## config.mk

```make
export PLATFORM = sky130hd
export DESIGN_NAME = ir_range_linearizer_top_flat
export DESIGN_NICKNAME = d
export VERILOG_FILES = /design/src/rtl/irlin_pkg.sv /design/src/rtl/irlin_req_if.sv /design/src/rtl/irlin_rsp_if.sv /design/src/rtl/ir_range_linearizer_top.sv /design/src/rtl/irlin_ram.sv /design/src/flat_wrapper.sv
export SDC_FILE = /design/constraint.sdc
export NUM_CORES = 1
export LEC_CHECK = 0
export ABC_AREA = 1
export ABC_CLOCK_PERIOD_IN_PS = 7500
export BUFFER_PORTS_ARGS = -buffer_cell sky130_fd_sc_hd__buf_4
export CAP_MARGIN = 20
export CORE_ASPECT_RATIO = 1.2
export CORE_MARGIN = 8
export CORE_UTILIZATION = 25
export CTS_BUF_LIST = sky130_fd_sc_hd__clkbuf_4 sky130_fd_sc_hd__clkbuf_8 sky130_fd_sc_hd__clkbuf_16
export DETAILED_ROUTE_END_ITERATION = 10
export GPL_TIMING_DRIVEN = 0
export PLACE_DENSITY = 0.42
export SYNTH_ARGS = -nofsm -noshare
export SYNTH_HDL_FRONTEND = slang
export SYNTH_HIERARCHICAL = 1
export SYNTH_SLANG_ARGS = --single-unit
```

## constraint.sdc

```tcl
create_clock -name clock -period 7.5 [get_ports clock]
set_clock_uncertainty 0.05 [all_clocks]
set_input_delay 0.75 -clock clock [delete_from_list [all_inputs] [get_ports clock]]
set_output_delay 0.75 -clock clock [all_outputs]
set_load 0.01 [all_outputs]
```

## src/rtl/irlin_pkg.sv

```systemverilog
// shared types and constants for the infrared range linearizer
// no dependencies; compiled before every other file of the block

package irlin_pkg;

   localparam int SAMPLE_BITS       = 12;
   localparam int DIST_BITS         = 10;
   localparam int INDEX_BITS        = 4;
   localparam int CHANNELS          = 3;
   localparam int TABLE_ENTRIES_DEF = 14;

   localparam int ENTRY_BITS = SAMPLE_BITS + DIST_BITS;
   localparam int PROD_BITS  = SAMPLE_BITS + DIST_BITS;
   localparam int STEP_BITS  = $clog2(DIST_BITS);
   localparam int CH_BITS    = $clog2(CHANNELS);

   // request operation codes
   localparam logic OP_CONVERT = 1'b0;
   localparam logic OP_WRITE   = 1'b1;

   typedef enum logic [2:0] {
      ST_IDLE,
      ST_SCAN,
      ST_CHECK,
      ST_MUL,
      ST_DIV,
      ST_FIN,
      ST_DONE
   } irlin_state_type;

endpackage

```

## src/rtl/irlin_req_if.sv

```systemverilog
// request channel of the range linearizer: convert or table write
// depends on irlin_pkg for field widths

interface irlin_req_if;
   logic                             valid;
   logic                             ready;
   logic                             op;
   logic [irlin_pkg::SAMPLE_BITS-1:0] sample_a;
   logic [irlin_pkg::SAMPLE_BITS-1:0] sample_b;
   logic [irlin_pkg::SAMPLE_BITS-1:0] sample_c;
   logic [irlin_pkg::INDEX_BITS-1:0]  entry_index;
   logic [irlin_pkg::SAMPLE_BITS-1:0] entry_threshold;
   logic [irlin_pkg::DIST_BITS-1:0]   entry_distance;

   modport source (
      output valid, op, sample_a, sample_b, sample_c,
      output entry_index, entry_threshold, entry_distance,
      input  ready
   );

   modport sink (
      input  valid, op, sample_a, sample_b, sample_c,
      input  entry_index, entry_threshold, entry_distance,
      output ready
   );
endinterface

```

## src/rtl/irlin_rsp_if.sv

```systemverilog
// result channel of the range linearizer: three distances
// depends on irlin_pkg for field widths

interface irlin_rsp_if;
   logic                           valid;
   logic                           ready;
   logic [irlin_pkg::DIST_BITS-1:0] distance_a;
   logic [irlin_pkg::DIST_BITS-1:0] distance_b;
   logic [irlin_pkg::DIST_BITS-1:0] distance_c;

   modport source (
      output valid, distance_a, distance_b, distance_c,
      input  ready
   );

   modport sink (
      input  valid, distance_a, distance_b, distance_c,
      output ready
   );
endinterface

```

## src/rtl/ir_range_linearizer_top.sv

```systemverilog
// infrared range linearizer: a table write completes on accept and ready stays high
// convert: the table is scanned through the ram read port, then each channel in turn
// passes the shared multiply and restoring divider; out-of-window requests go back
// to idle after the check with no result. one request in flight; a waiting result
// does not block accept
// reset clears control only; the calibration table is undefined until written

module ir_range_linearizer_top #(
   parameter int TABLE_ENTRIES = irlin_pkg::TABLE_ENTRIES_DEF
) (
   input  logic          clock,
   input  logic          reset,
   irlin_req_if.sink     req_bus,
   irlin_rsp_if.source   rsp_bus
);

   localparam int SB  = irlin_pkg::SAMPLE_BITS;
   localparam int DB  = irlin_pkg::DIST_BITS;
   localparam int NCH = irlin_pkg::CHANNELS;
   localparam int PB  = irlin_pkg::PROD_BITS;
   localparam int EB  = irlin_pkg::ENTRY_BITS;
   localparam int STB = irlin_pkg::STEP_BITS;
   localparam int CHB = irlin_pkg::CH_BITS;
   localparam int AW  = $clog2(TABLE_ENTRIES);
   localparam int CW  = $clog2(TABLE_ENTRIES + 1);

   irlin_pkg::irlin_state_type state_ff, state_in;

   logic [CW-1:0]  addr_ff, addr_in;
   logic [CHB-1:0] ch_ff, ch_in;
   logic [STB-1:0] step_ff, step_in;

   logic [SB-1:0]  s_ff [NCH];
   logic [SB-1:0]  s_in [NCH];
   logic [SB-1:0]  thi_ff [NCH];
   logic [SB-1:0]  thi_in [NCH];
   logic [SB-1:0]  tlo_ff [NCH];
   logic [SB-1:0]  tlo_in [NCH];
   logic [DB-1:0]  dp_ff [NCH];
   logic [DB-1:0]  dp_in [NCH];
   logic [DB-1:0]  dc_ff [NCH];
   logic [DB-1:0]  dc_in [NCH];
   logic [NCH-1:0] found_ff, found_in;
   logic [DB-1:0]  res_ff [NCH];
   logic [DB-1:0]  res_in [NCH];

   logic [SB-1:0]  prev_thr_ff, prev_thr_in;
   logic [DB-1:0]  prev_dist_ff, prev_dist_in;
   logic [SB-1:0]  thr_first_ff, thr_first_in;
   logic [SB-1:0]  thr_last_ff, thr_last_in;

   logic [PB-1:0]  rem_ff, rem_in;
   logic [PB-1:0]  dvs_ff, dvs_in;
   logic [DB-1:0]  quo_ff, quo_in;
   logic           neg_ff, neg_in;

   logic           rsp_valid_ff, rsp_valid_in;
   logic [DB-1:0]  rsp_dist_ff [NCH];
   logic [DB-1:0]  rsp_dist_in [NCH];

   logic           ram_we;
   logic [AW-1:0]  ram_waddr;
   logic [EB-1:0]  ram_wdata;
   logic [EB-1:0]  ram_rdata;
   logic [SB-1:0]  rd_thr;
   logic [DB-1:0]  rd_dist;

   assign rd_thr  = ram_rdata[EB-1:DB];
   assign rd_dist = ram_rdata[DB-1:0];

   irlin_ram #(
      .WIDTH (EB),
      .DEPTH (TABLE_ENTRIES)
   ) u_table (
      .clock   (clock),
      .wr_en   (ram_we),
      .wr_addr (ram_waddr),
      .wr_data (ram_wdata),
      .rd_addr (addr_ff[AW-1:0]),
      .rd_data (ram_rdata)
   );

   assign req_bus.ready      = (state_ff == irlin_pkg::ST_IDLE);
   assign rsp_bus.valid      = rsp_valid_ff;
   assign rsp_bus.distance_a = rsp_dist_ff[0];
   assign rsp_bus.distance_b = rsp_dist_ff[1];
   assign rsp_bus.distance_c = rsp_dist_ff[2];

   always_comb begin
      logic          win_ok;
      logic          take;
      logic          dneg;
      logic [DB-1:0] mag;
      logic [SB-1:0] span;
      logic [SB-1:0] den;
      logic [DB:0]   fin;

      state_in     = state_ff;
      addr_in      = addr_ff;
      ch_in        = ch_ff;
      step_in      = step_ff;
      s_in         = s_ff;
      thi_in       = thi_ff;
      tlo_in       = tlo_ff;
      dp_in        = dp_ff;
      dc_in        = dc_ff;
      found_in     = found_ff;
      res_in       = res_ff;
      prev_thr_in  = prev_thr_ff;
      prev_dist_in = prev_dist_ff;
      thr_first_in = thr_first_ff;
      thr_last_in  = thr_last_ff;
      rem_in       = rem_ff;
      dvs_in       = dvs_ff;
      quo_in       = quo_ff;
      neg_in       = neg_ff;
      rsp_dist_in  = rsp_dist_ff;
      rsp_valid_in = rsp_valid_ff && !rsp_bus.ready;
      ram_we       = 1'b0;
      ram_waddr    = AW'(req_bus.entry_index);
      ram_wdata    = {req_bus.entry_threshold, req_bus.entry_distance};
      win_ok       = 1'b0;
      take         = 1'b0;
      dneg         = 1'b0;
      mag          = '0;
      span         = '0;
      den          = '0;
      fin          = '0;

      unique case (state_ff)
         irlin_pkg::ST_IDLE: begin
            if (req_bus.valid) begin
               if (req_bus.op == irlin_pkg::OP_WRITE) begin
                  // writes beyond the table are dropped
                  ram_we = (32'(req_bus.entry_index) < TABLE_ENTRIES);
               end else begin
                  s_in[0]  = req_bus.sample_a;
                  s_in[1]  = req_bus.sample_b;
                  s_in[2]  = req_bus.sample_c;
                  addr_in  = '0;
                  found_in = '0;
                  state_in = irlin_pkg::ST_SCAN;
               end
            end
         end

         irlin_pkg::ST_SCAN: begin
            addr_in = CW'(addr_ff + 1'b1);
            // read data comes from the registered ram read: entry index is addr_ff - 1
            if (addr_ff != '0) begin
               if (addr_ff == CW'(1)) begin
                  thr_first_in = rd_thr;
               end
               if (addr_ff == CW'(TABLE_ENTRIES)) begin
                  thr_last_in = rd_thr;
               end
               for (int c = 0; c < NCH; c++) begin
                  take = !found_ff[c] && (addr_ff >= CW'(2)) &&
                         ((rd_thr <= s_ff[c]) || (addr_ff == CW'(TABLE_ENTRIES)));
                  if (take) begin
                     found_in[c] = 1'b1;
                     thi_in[c]   = prev_thr_ff;
                     tlo_in[c]   = rd_thr;
                     dp_in[c]    = prev_dist_ff;
                     dc_in[c]    = rd_dist;
                  end
               end
               prev_thr_in  = rd_thr;
               prev_dist_in = rd_dist;
            end
            if (addr_ff == CW'(TABLE_ENTRIES)) begin
               state_in = irlin_pkg::ST_CHECK;
            end
         end

         irlin_pkg::ST_CHECK: begin
            win_ok = (s_ff[0] != '0);
            for (int c = 0; c < NCH; c++) begin
               win_ok = win_ok && (s_ff[c] > thr_last_ff) && (s_ff[c] < thr_first_ff);
            end
            ch_in    = '0;
            state_in = win_ok ? irlin_pkg::ST_MUL : irlin_pkg::ST_IDLE;
         end

         irlin_pkg::ST_MUL: begin
            // magnitude of the slope term; sign handled after the divide
            dneg    = (dc_ff[ch_ff] < dp_ff[ch_ff]);
            mag     = dneg ? DB'(dp_ff[ch_ff] - dc_ff[ch_ff])
                           : DB'(dc_ff[ch_ff] - dp_ff[ch_ff]);
            span    = SB'(thi_ff[ch_ff] - s_ff[ch_ff]);
            den     = SB'(thi_ff[ch_ff] - tlo_ff[ch_ff]);
            rem_in  = PB'(mag) * PB'(span);
            dvs_in  = PB'(den) << (DB - 1);
            quo_in  = '0;
            neg_in  = dneg;
            step_in = '0;
            state_in = irlin_pkg::ST_DIV;
         end

         irlin_pkg::ST_DIV: begin
            // span <= den keeps the quotient below 2^DIST_BITS
            if (rem_ff >= dvs_ff) begin
               rem_in = PB'(rem_ff - dvs_ff);
               quo_in = {quo_ff[DB-2:0], 1'b1};
            end else begin
               quo_in = {quo_ff[DB-2:0], 1'b0};
            end
            dvs_in  = dvs_ff >> 1;
            step_in = STB'(step_ff + 1'b1);
            if (step_ff == STB'(DB - 1)) begin
               state_in = irlin_pkg::ST_FIN;
            end
         end

         irlin_pkg::ST_FIN: begin
            // floor division: a negative inexact quotient rounds one further down
            if (neg_ff) begin
               fin = {1'b0, dp_ff[ch_ff]} - {1'b0, quo_ff} - (DB+1)'(rem_ff != '0);
            end else begin
               fin = {1'b0, dp_ff[ch_ff]} + {1'b0, quo_ff};
            end
            res_in[ch_ff] = fin[DB-1:0];
            if (ch_ff == CHB'(NCH - 1)) begin
               state_in = irlin_pkg::ST_DONE;
            end else begin
               ch_in    = CHB'(ch_ff + 1'b1);
               state_in = irlin_pkg::ST_MUL;
            end
         end

         irlin_pkg::ST_DONE: begin
            if (!rsp_valid_ff || rsp_bus.ready) begin
               rsp_dist_in  = res_ff;
               rsp_valid_in = 1'b1;
               state_in     = irlin_pkg::ST_IDLE;
            end
         end

         default: begin
            state_in = irlin_pkg::ST_IDLE;
         end
      endcase
   end

   always_ff @(posedge clock) begin
      if (reset) begin
         state_ff     <= irlin_pkg::ST_IDLE;
         rsp_valid_ff <= 1'b0;
         addr_ff      <= '0;
         ch_ff        <= '0;
         step_ff      <= '0;
         found_ff     <= '0;
      end else begin
         state_ff     <= state_in;
         rsp_valid_ff <= rsp_valid_in;
         addr_ff      <= addr_in;
         ch_ff        <= ch_in;
         step_ff      <= step_in;
         found_ff     <= found_in;
      end
   end

   always_ff @(posedge clock) begin
      s_ff         <= s_in;
      thi_ff       <= thi_in;
      tlo_ff       <= tlo_in;
      dp_ff        <= dp_in;
      dc_ff        <= dc_in;
      res_ff       <= res_in;
      prev_thr_ff  <= prev_thr_in;
      prev_dist_ff <= prev_dist_in;
      thr_first_ff <= thr_first_in;
      thr_last_ff  <= thr_last_in;
      rem_ff       <= rem_in;
      dvs_ff       <= dvs_in;
      quo_ff       <= quo_in;
      neg_ff       <= neg_in;
      rsp_dist_ff  <= rsp_dist_in;
   end

endmodule

```

## src/rtl/irlin_ram.sv

```systemverilog
// generic single-port-write, single-port-read ram with registered read
// no dependencies

module irlin_ram #(
   parameter int WIDTH = 8,
   parameter int DEPTH = 16
) (
   input  logic                     clock,
   input  logic                     wr_en,
   input  logic [$clog2(DEPTH)-1:0] wr_addr,
   input  logic [WIDTH-1:0]         wr_data,
   input  logic [$clog2(DEPTH)-1:0] rd_addr,
   output logic [WIDTH-1:0]         rd_data
);

   logic [WIDTH-1:0] mem_ff [DEPTH];
   logic [WIDTH-1:0] rd_data_ff;

   always_ff @(posedge clock) begin
      if (wr_en) begin
         mem_ff[wr_addr] <= wr_data;
      end
      rd_data_ff <= mem_ff[rd_addr];
   end

   assign rd_data = rd_data_ff;

endmodule
```

## src/flat_wrapper.sv

```systemverilog
// flat-port wrapper written by rule: the top's interface ports become plain ports
module ir_range_linearizer_top_flat 
#(
   parameter int TABLE_ENTRIES = irlin_pkg::TABLE_ENTRIES_DEF
)
  (clock, reset, req_bus_valid, req_bus_op, req_bus_sample_a, req_bus_sample_b, req_bus_sample_c, req_bus_entry_index, req_bus_entry_threshold, req_bus_entry_distance, req_bus_ready, rsp_bus_valid, rsp_bus_distance_a, rsp_bus_distance_b, rsp_bus_distance_c, rsp_bus_ready);
  irlin_req_if req_bus_i ();
  irlin_rsp_if rsp_bus_i ();
  input  logic clock;
  input  logic reset;
  input wire logic [$bits(req_bus_i.valid)-1:0] req_bus_valid;
  input wire logic [$bits(req_bus_i.op)-1:0] req_bus_op;
  input wire logic [$bits(req_bus_i.sample_a)-1:0] req_bus_sample_a;
  input wire logic [$bits(req_bus_i.sample_b)-1:0] req_bus_sample_b;
  input wire logic [$bits(req_bus_i.sample_c)-1:0] req_bus_sample_c;
  input wire logic [$bits(req_bus_i.entry_index)-1:0] req_bus_entry_index;
  input wire logic [$bits(req_bus_i.entry_threshold)-1:0] req_bus_entry_threshold;
  input wire logic [$bits(req_bus_i.entry_distance)-1:0] req_bus_entry_distance;
  output wire logic [$bits(req_bus_i.ready)-1:0] req_bus_ready;
  output wire logic [$bits(rsp_bus_i.valid)-1:0] rsp_bus_valid;
  output wire logic [$bits(rsp_bus_i.distance_a)-1:0] rsp_bus_distance_a;
  output wire logic [$bits(rsp_bus_i.distance_b)-1:0] rsp_bus_distance_b;
  output wire logic [$bits(rsp_bus_i.distance_c)-1:0] rsp_bus_distance_c;
  input wire logic [$bits(rsp_bus_i.ready)-1:0] rsp_bus_ready;
  assign req_bus_i.valid = req_bus_valid;
  assign req_bus_i.op = req_bus_op;
  assign req_bus_i.sample_a = req_bus_sample_a;
  assign req_bus_i.sample_b = req_bus_sample_b;
  assign req_bus_i.sample_c = req_bus_sample_c;
  assign req_bus_i.entry_index = req_bus_entry_index;
  assign req_bus_i.entry_threshold = req_bus_entry_threshold;
  assign req_bus_i.entry_distance = req_bus_entry_distance;
  assign req_bus_ready = req_bus_i.ready;
  assign rsp_bus_valid = rsp_bus_i.valid;
  assign rsp_bus_distance_a = rsp_bus_i.distance_a;
  assign rsp_bus_distance_b = rsp_bus_i.distance_b;
  assign rsp_bus_distance_c = rsp_bus_i.distance_c;
  assign rsp_bus_i.ready = rsp_bus_ready;
  ir_range_linearizer_top #(.TABLE_ENTRIES(TABLE_ENTRIES)) u_core (.clock(clock), .reset(reset), .req_bus(req_bus_i), .rsp_bus(rsp_bus_i));
endmodule
```

* Word level (Yosys, flattened, before mapping)
Memory sizes are Yosys's and may differ from the RTL's. A register that Yosys moved wholly into a read port is not among the register bits. Index checks and enable logic that the tools add are counted.
Cells by class: $add $sub $neg 11, multipliers 1, order comparisons 15, equality and inequality tests 21, muxes and demuxes 54, bitwise logic cells 2, reduce and logical (&&, ||, !) cells 45
Operators with widths (count):
- one-hot mux 22 bit (2 select lines) | 2
- 2-to-1 mux 10 bit | 8
- binary-select mux 12 bit (select 2 bit) | 3
- 2-to-1 mux 12 bit | 6
- binary-select mux 10 bit (select 2 bit) | 2
- > comparator 12 bit | 3
- <= comparator 12 bit | 3
- less-than comparator 12 bit | 3
- bitwise mux 30 bit | 1
- subtractor 10 bit | 3
- 2-to-1 mux 3 bit | 9
- subtractor 12 bit | 2
- greater-or-equal comparator 22 bit | 1
- multiplier 10 x 12 -> 22 bit | 1
- 2-to-1 mux 22 bit | 1
- nonzero test 22 bit | 1
- subtractor 22 bit | 1
- one-hot mux 3 bit (7 select lines) | 1
- AND reduction 3 bit | 7
- demux 10 bit (select 2 bit) | 1
- one-hot mux 10 bit (2 select lines) | 1
- AND reduction 5 bit | 4
- != test 2 x 1 -> 1 bit (second input constant) | 8
- one-hot mux 4 bit (2 select lines) | 2
- 31 further kinds | 75
Word-level totals: register bits 346, RAM bits 308, bits of input ports 67, output and inout bits 32, logic and storage cells 187, memories 1
Memories:
- u_core.u_table.mem_ff | depth 14, bits a word 22, read ports 1, clocked after Yosys merged registers in 1, write ports 1, RTL line irlin_ram.sv:16 | logic [WIDTH-1:0] mem_ff [DEPTH];

* Depth between registers and ports, before layout
word-level depth 9, gate-level depth with buffers 39, mapped depth without buffers 37

* Cells and area by module
Netlist, hierarchy kept.
By module, submodules not included:
- ir_range_linearizer_top | instances 1, cells an instance 2431, area each 23232.3 sq um, seq. area each 10189.8 sq um
- irlin_ram | instances 1, cells an instance 1204, area each 13380.3 sq um, seq. area each 9689.3 sq um

* Worst setup path before layout
No wires, ideal clock.
kind reg2reg, start reg u_core.ch_ff[0], end reg u_core.rem_ff[17] (data pin), setup time 256 ps, arrival time 6817 ps, data required time 7194 ps, slack 377 ps, cell stages (with the launch flop) 37, path buffers 2, period minus slack after synthesis 7123 ps, cells stage by stage dfxtp_1 > inv_2 > clkbuf_1 > clkbuf_1 > or2_2 > a32oi_1 > ha_1 > inv_1 > fa_1 > nand2_1 > inv_1 > o21ai_1 > and2_1 > o21ai_1 > xor2_1 > nand2_1 > nand2_2 > nor2_1 > fa_1 > fa_1 > inv_1 > fa_1 > inv_1 > fa_1 > inv_1 > fa_1 > inv_1 > ha_1 > a21oi_1 > o21ai_0 > inv_1 > nand2_1 > a21oi_1 > o21bai_1 > or2_2 > nand3_1 > nand2_1
Between the ends: cells in the longest elaborated chain, start to end 8, elaborated cells between the ends (all ways) 20, those cells by class add/sub: 3; mul: 1; order compare: 1; mux: 14; bitwise: 1
RTL lines:
- start: declaration | RTL line ir_range_linearizer_top.sv:30 | logic [CHB-1:0] ch_ff, ch_in;
- start signal: assignment | RTL line ir_range_linearizer_top.sv:257 | ch_ff <= ch_in;
- inverter 2 -> 3 bit (not written as such) (*)
- binary-select mux 10 bit (select 2 bit) | RTL line ir_range_linearizer_top.sv:187, ir_range_linearizer_top.sv:188, ir_range_linearizer_top.sv:189
- 2-to-1 mux 10 bit (not written as such) (2 in series) | RTL line ir_range_linearizer_top.sv:187, ir_range_linearizer_top.sv:188, ir_range_linearizer_top.sv:189
- subtractor 10 bit (tied with other cells) | RTL line ir_range_linearizer_top.sv:189 | : DB'(dc_ff[ch_ff] - dp_ff[ch_ff]);
- 2-to-1 mux 10 bit | RTL line ir_range_linearizer_top.sv:188 | mag = dneg ? DB'(dp_ff[ch_ff] - dc_ff[ch_ff])
- multiplier 10 x 12 -> 22 bit (*) | RTL line ir_range_linearizer_top.sv:192 | rem_in = PB'(mag) * PB'(span);
- one-hot mux 22 bit (2 select lines) (*) | RTL line ir_range_linearizer_top.sv:130 | unique case (state_ff)
- net u_core.rem_in[17] | RTL line ir_range_linearizer_top.sv:52 | logic [PB-1:0] rem_ff, rem_in;
- end signal: assignment | RTL line ir_range_linearizer_top.sv:274 | rem_ff <= rem_in;
- end: declaration | RTL line ir_range_linearizer_top.sv:52
The timed path passes the listed nets; every way through them passes the cells marked *. The select of a mux whose other input is x is not followed. A chain may end at the register's enable or synchronous reset.

* Worst setup path in the final report
Ends and elaborated chain as after synthesis.

==> metrics.txt <==
largest net degree at the start of global routing=35; initial antenna violation count=10; Synth-to-Final Area Change=21.5%; slowest cell delay on critical path=0.54 ns; fillers=15200; number of synthesis warnings=6; Synth top cells by count=nand2_1 (845), edfxtp_1 (636), inv_1 (512), ha_1 (256), nor2_1 (253); clk sink count=675; GRT overflow=0; worst skew pair latency=0.67 ns; clk slew on worst S/H paths=0.07 ns; # rows=154; slowest CP cell=fa_1; drt first pass iters=5; Top FF cell, synth=edfxtp_1; cell mode on critical path=fa_1; Worst slew margin=0.278; overall routing resource usage=0.138; HP Start=req_bus_sample_b[4]; worst-case clock buffer depth=3; crit path max fanout=10; final WL=112000 um; Fin. Hold Viols=0; H-tree levels=3; Ports=99; gpl congestion=0.836; crit path setup slack, layout=0.263 ns; Root Driver=clkbuf_16; first-pass GRT wire length=165000 um; Place WS=-1.50 ns; area of the multi-input gates=0.0154 mm2; Cell Area, Synth=0.0366 mm2; Slew Viols, Final=0; cell count along the critical path=32; CTS tree=built; hold crit path type=in -> reg; Num CTS Buffers=75; post-route antenna net violation count=0; via count=25700; final setup fails=0; register area share after synthesis=0.543; die height=435 um; Post-synth EDFFs=636; Final Critical Period=7.24 ns; asr flop ratio synth=0; Max Cap Viol=0; layout cell share with drive strength beyond 1=0.159; FF/Latch Area=0.0199 mm2; share of the synthesized area in the top cell type=0.522; routed length per placed instance=19.0 um; largest cells by area after synthesis=edfxtp_1 (52%), ha_1 (8.7%), nand2_1 (8.7%); initial core utilization=0.251; crit path launch type=flop; worst r2r src=u_core/ch_ff[0]; status=finished clean; CP required=7.87 ns; Syn Nets=4044; CP Launch Point=u_core/ch_ff[0]; IO buf count=97; Post-DP Area=0.0403 mm2; die area=0.159 mm2; CP top delay family=adder cells; Core Footprint=0.146 mm2; CP arrival=7.61 ns; worst-case reg-to-reg path depth=32; Buf+Inv Stages, Crit Path=8; Crit. End Element=flop; Synth Area per Inst=10.1 um2; Nets=4300; Final period util=0.965; type of the worst setup path=reg -> reg; DRC=0; Synth Register Bits=675; Syn Inst Count=3635; count leader, synth=nand2_1; Slew @ Worst Pin=1.08 ns; fin area=0.0445 mm2; Yosys cell types=56; maximum clock rate=0.138 GHz; Initial DRC Count=1458; die width=365 um; hpwl dp=82600 um; vias in the first global route=25900; vias per cell=4.36; hold depth=1; hold_ws=0.224 ns; top cell type by total area after synthesis=edfxtp_1
## metrics by stage
step	util	cells	TNS (ns)
2_1_floorplan	-	3635	0
3_3_place_gp	0.272	5682	-94.03
3_5_place_dp	0.276	5700	-16.93
4_1_cts	0.300	5871	-0.00465
5_1_grt	0.304	5900	-0.0382
6_report	0.305	5903	0
## routing by layer
layer | vias to the layer above | GRT usage | wire, um
met3 | 154 | 0.0197 | 4420
met5 | - | 0 | 41
li1 | 12700 | - | -
met4 | 6 | 0.0485 | 3750
met2 | 506 | 0.244 | 56000
met1 | 12300 | 0.169 | 48100
## flip-flops by register name, summed over array words and instances, names as in the netlist, 10 cells and up
name / flops
u_core/dc_ff: 30
u_core/dp_ff: 30
u_core/dvs_ff: 21
u_core/prev_dist_ff: 10
u_core/prev_thr_ff: 12
u_core/quo_ff: 10
u_core/rem_ff: 22
u_core/res_ff: 30
u_core/rsp_bus.distance_a: 10
u_core/rsp_bus.distance_b: 10
u_core/rsp_bus.distance_c: 10
u_core/s_ff: 36
u_core/thi_ff: 36
u_core/thr_first_ff: 12
u_core/thr_last_ff: 12
u_core/tlo_ff: 36
u_core/u_table/mem_ff: 308
u_core/u_table/rd_data: 22
## placed cells by master (no fill, tap or decap), drive strengths merged, types with 9 or more instances in the layout
| master | netlist | routed |
|---|---|---|
| nand2 | 854 | 854 |
| edfxtp | 636 | 636 |
| inv | 525 | 532 |
| ha | 256 | 256 |
| nor2 | 253 | 253 |
| buf | 70 | 252 |
| nand3 | 250 | 250 |
| a21oi | 195 | 195 |
| o21ai | 167 | 167 |
| clkbuf | 32 | 125 |
| fa | 86 | 86 |
| or2 | 44 | 44 |
| dfxtp | 39 | 39 |
| xor2 | 34 | 34 |
| nand4 | 26 | 26 |
| clkinv | 0 | 23 |
| nor3 | 21 | 21 |
| a32oi | 19 | 19 |
| a21o | 13 | 13 |
| a2bb2oi | 12 | 12 |
| xnor2 | 11 | 11 |
| a22oi | 11 | 11 |
| o21bai | 11 | 11 |
| nor4 | 11 | 11 |
| o21a | 9 | 9 |
## worst reg2reg max path: cells and delay by family, from the launching register on
family / cells / cell delay [ns]
AOI/OAI and AO/OA: 6 / 1.12
xor gates and xnor gates: 1 / 0.22
adders and majority gates: 7 / 3.11
buffers and inverters: 8 / 0.89
DFF: 1 / 0.37
and+or+nand+nor: 10 / 1.24
## cell type report
class                      instances  area share
sequential                       675       0.447
multi-input combinational       2333       0.345
clock inverter                    40     0.00954
inverter                         525      0.0451
buffer                           102      0.0162
timing repair buffer             179      0.0354
antenna                            3    0.000169
clock buffer                      96      0.0464
tap                             1950      0.0549
## worst paths after layout
check | slack (ns) | endpoint
hold reg to reg | 0.36 | u_core/rsp_bus.distance_b[4]
setup reg to reg | 0.26 | u_core/rem_ff[17]
setup / recovery | 0.26 | u_core/rem_ff[17]
hold / removal | 0.22 | u_core/s_ff[16]
## what timing repair did
action / 4_1_cts / 5_1_grt
hold buffers: 0 / 0
buffers inserted: 35 / 28
pin swaps: 38 / 77
endpoints found under the setup margin: 17 / 14
gates resized for setup: 173 / 120
cloned: 0 / 1
endpoints found under the hold margin: 0 / 0
## cells by family after synthesis
family,share of synthesized area
simple gates,0.168
flops,0.543
buf+inv,0.0690
compound gates,0.0741
fa+ha+maj,0.135
xor+xnor,0.0112
mux,0.000273
Power is not shown: default switching activity piles up to over one toggle a cycle in this logic, so the estimate is an artifact.
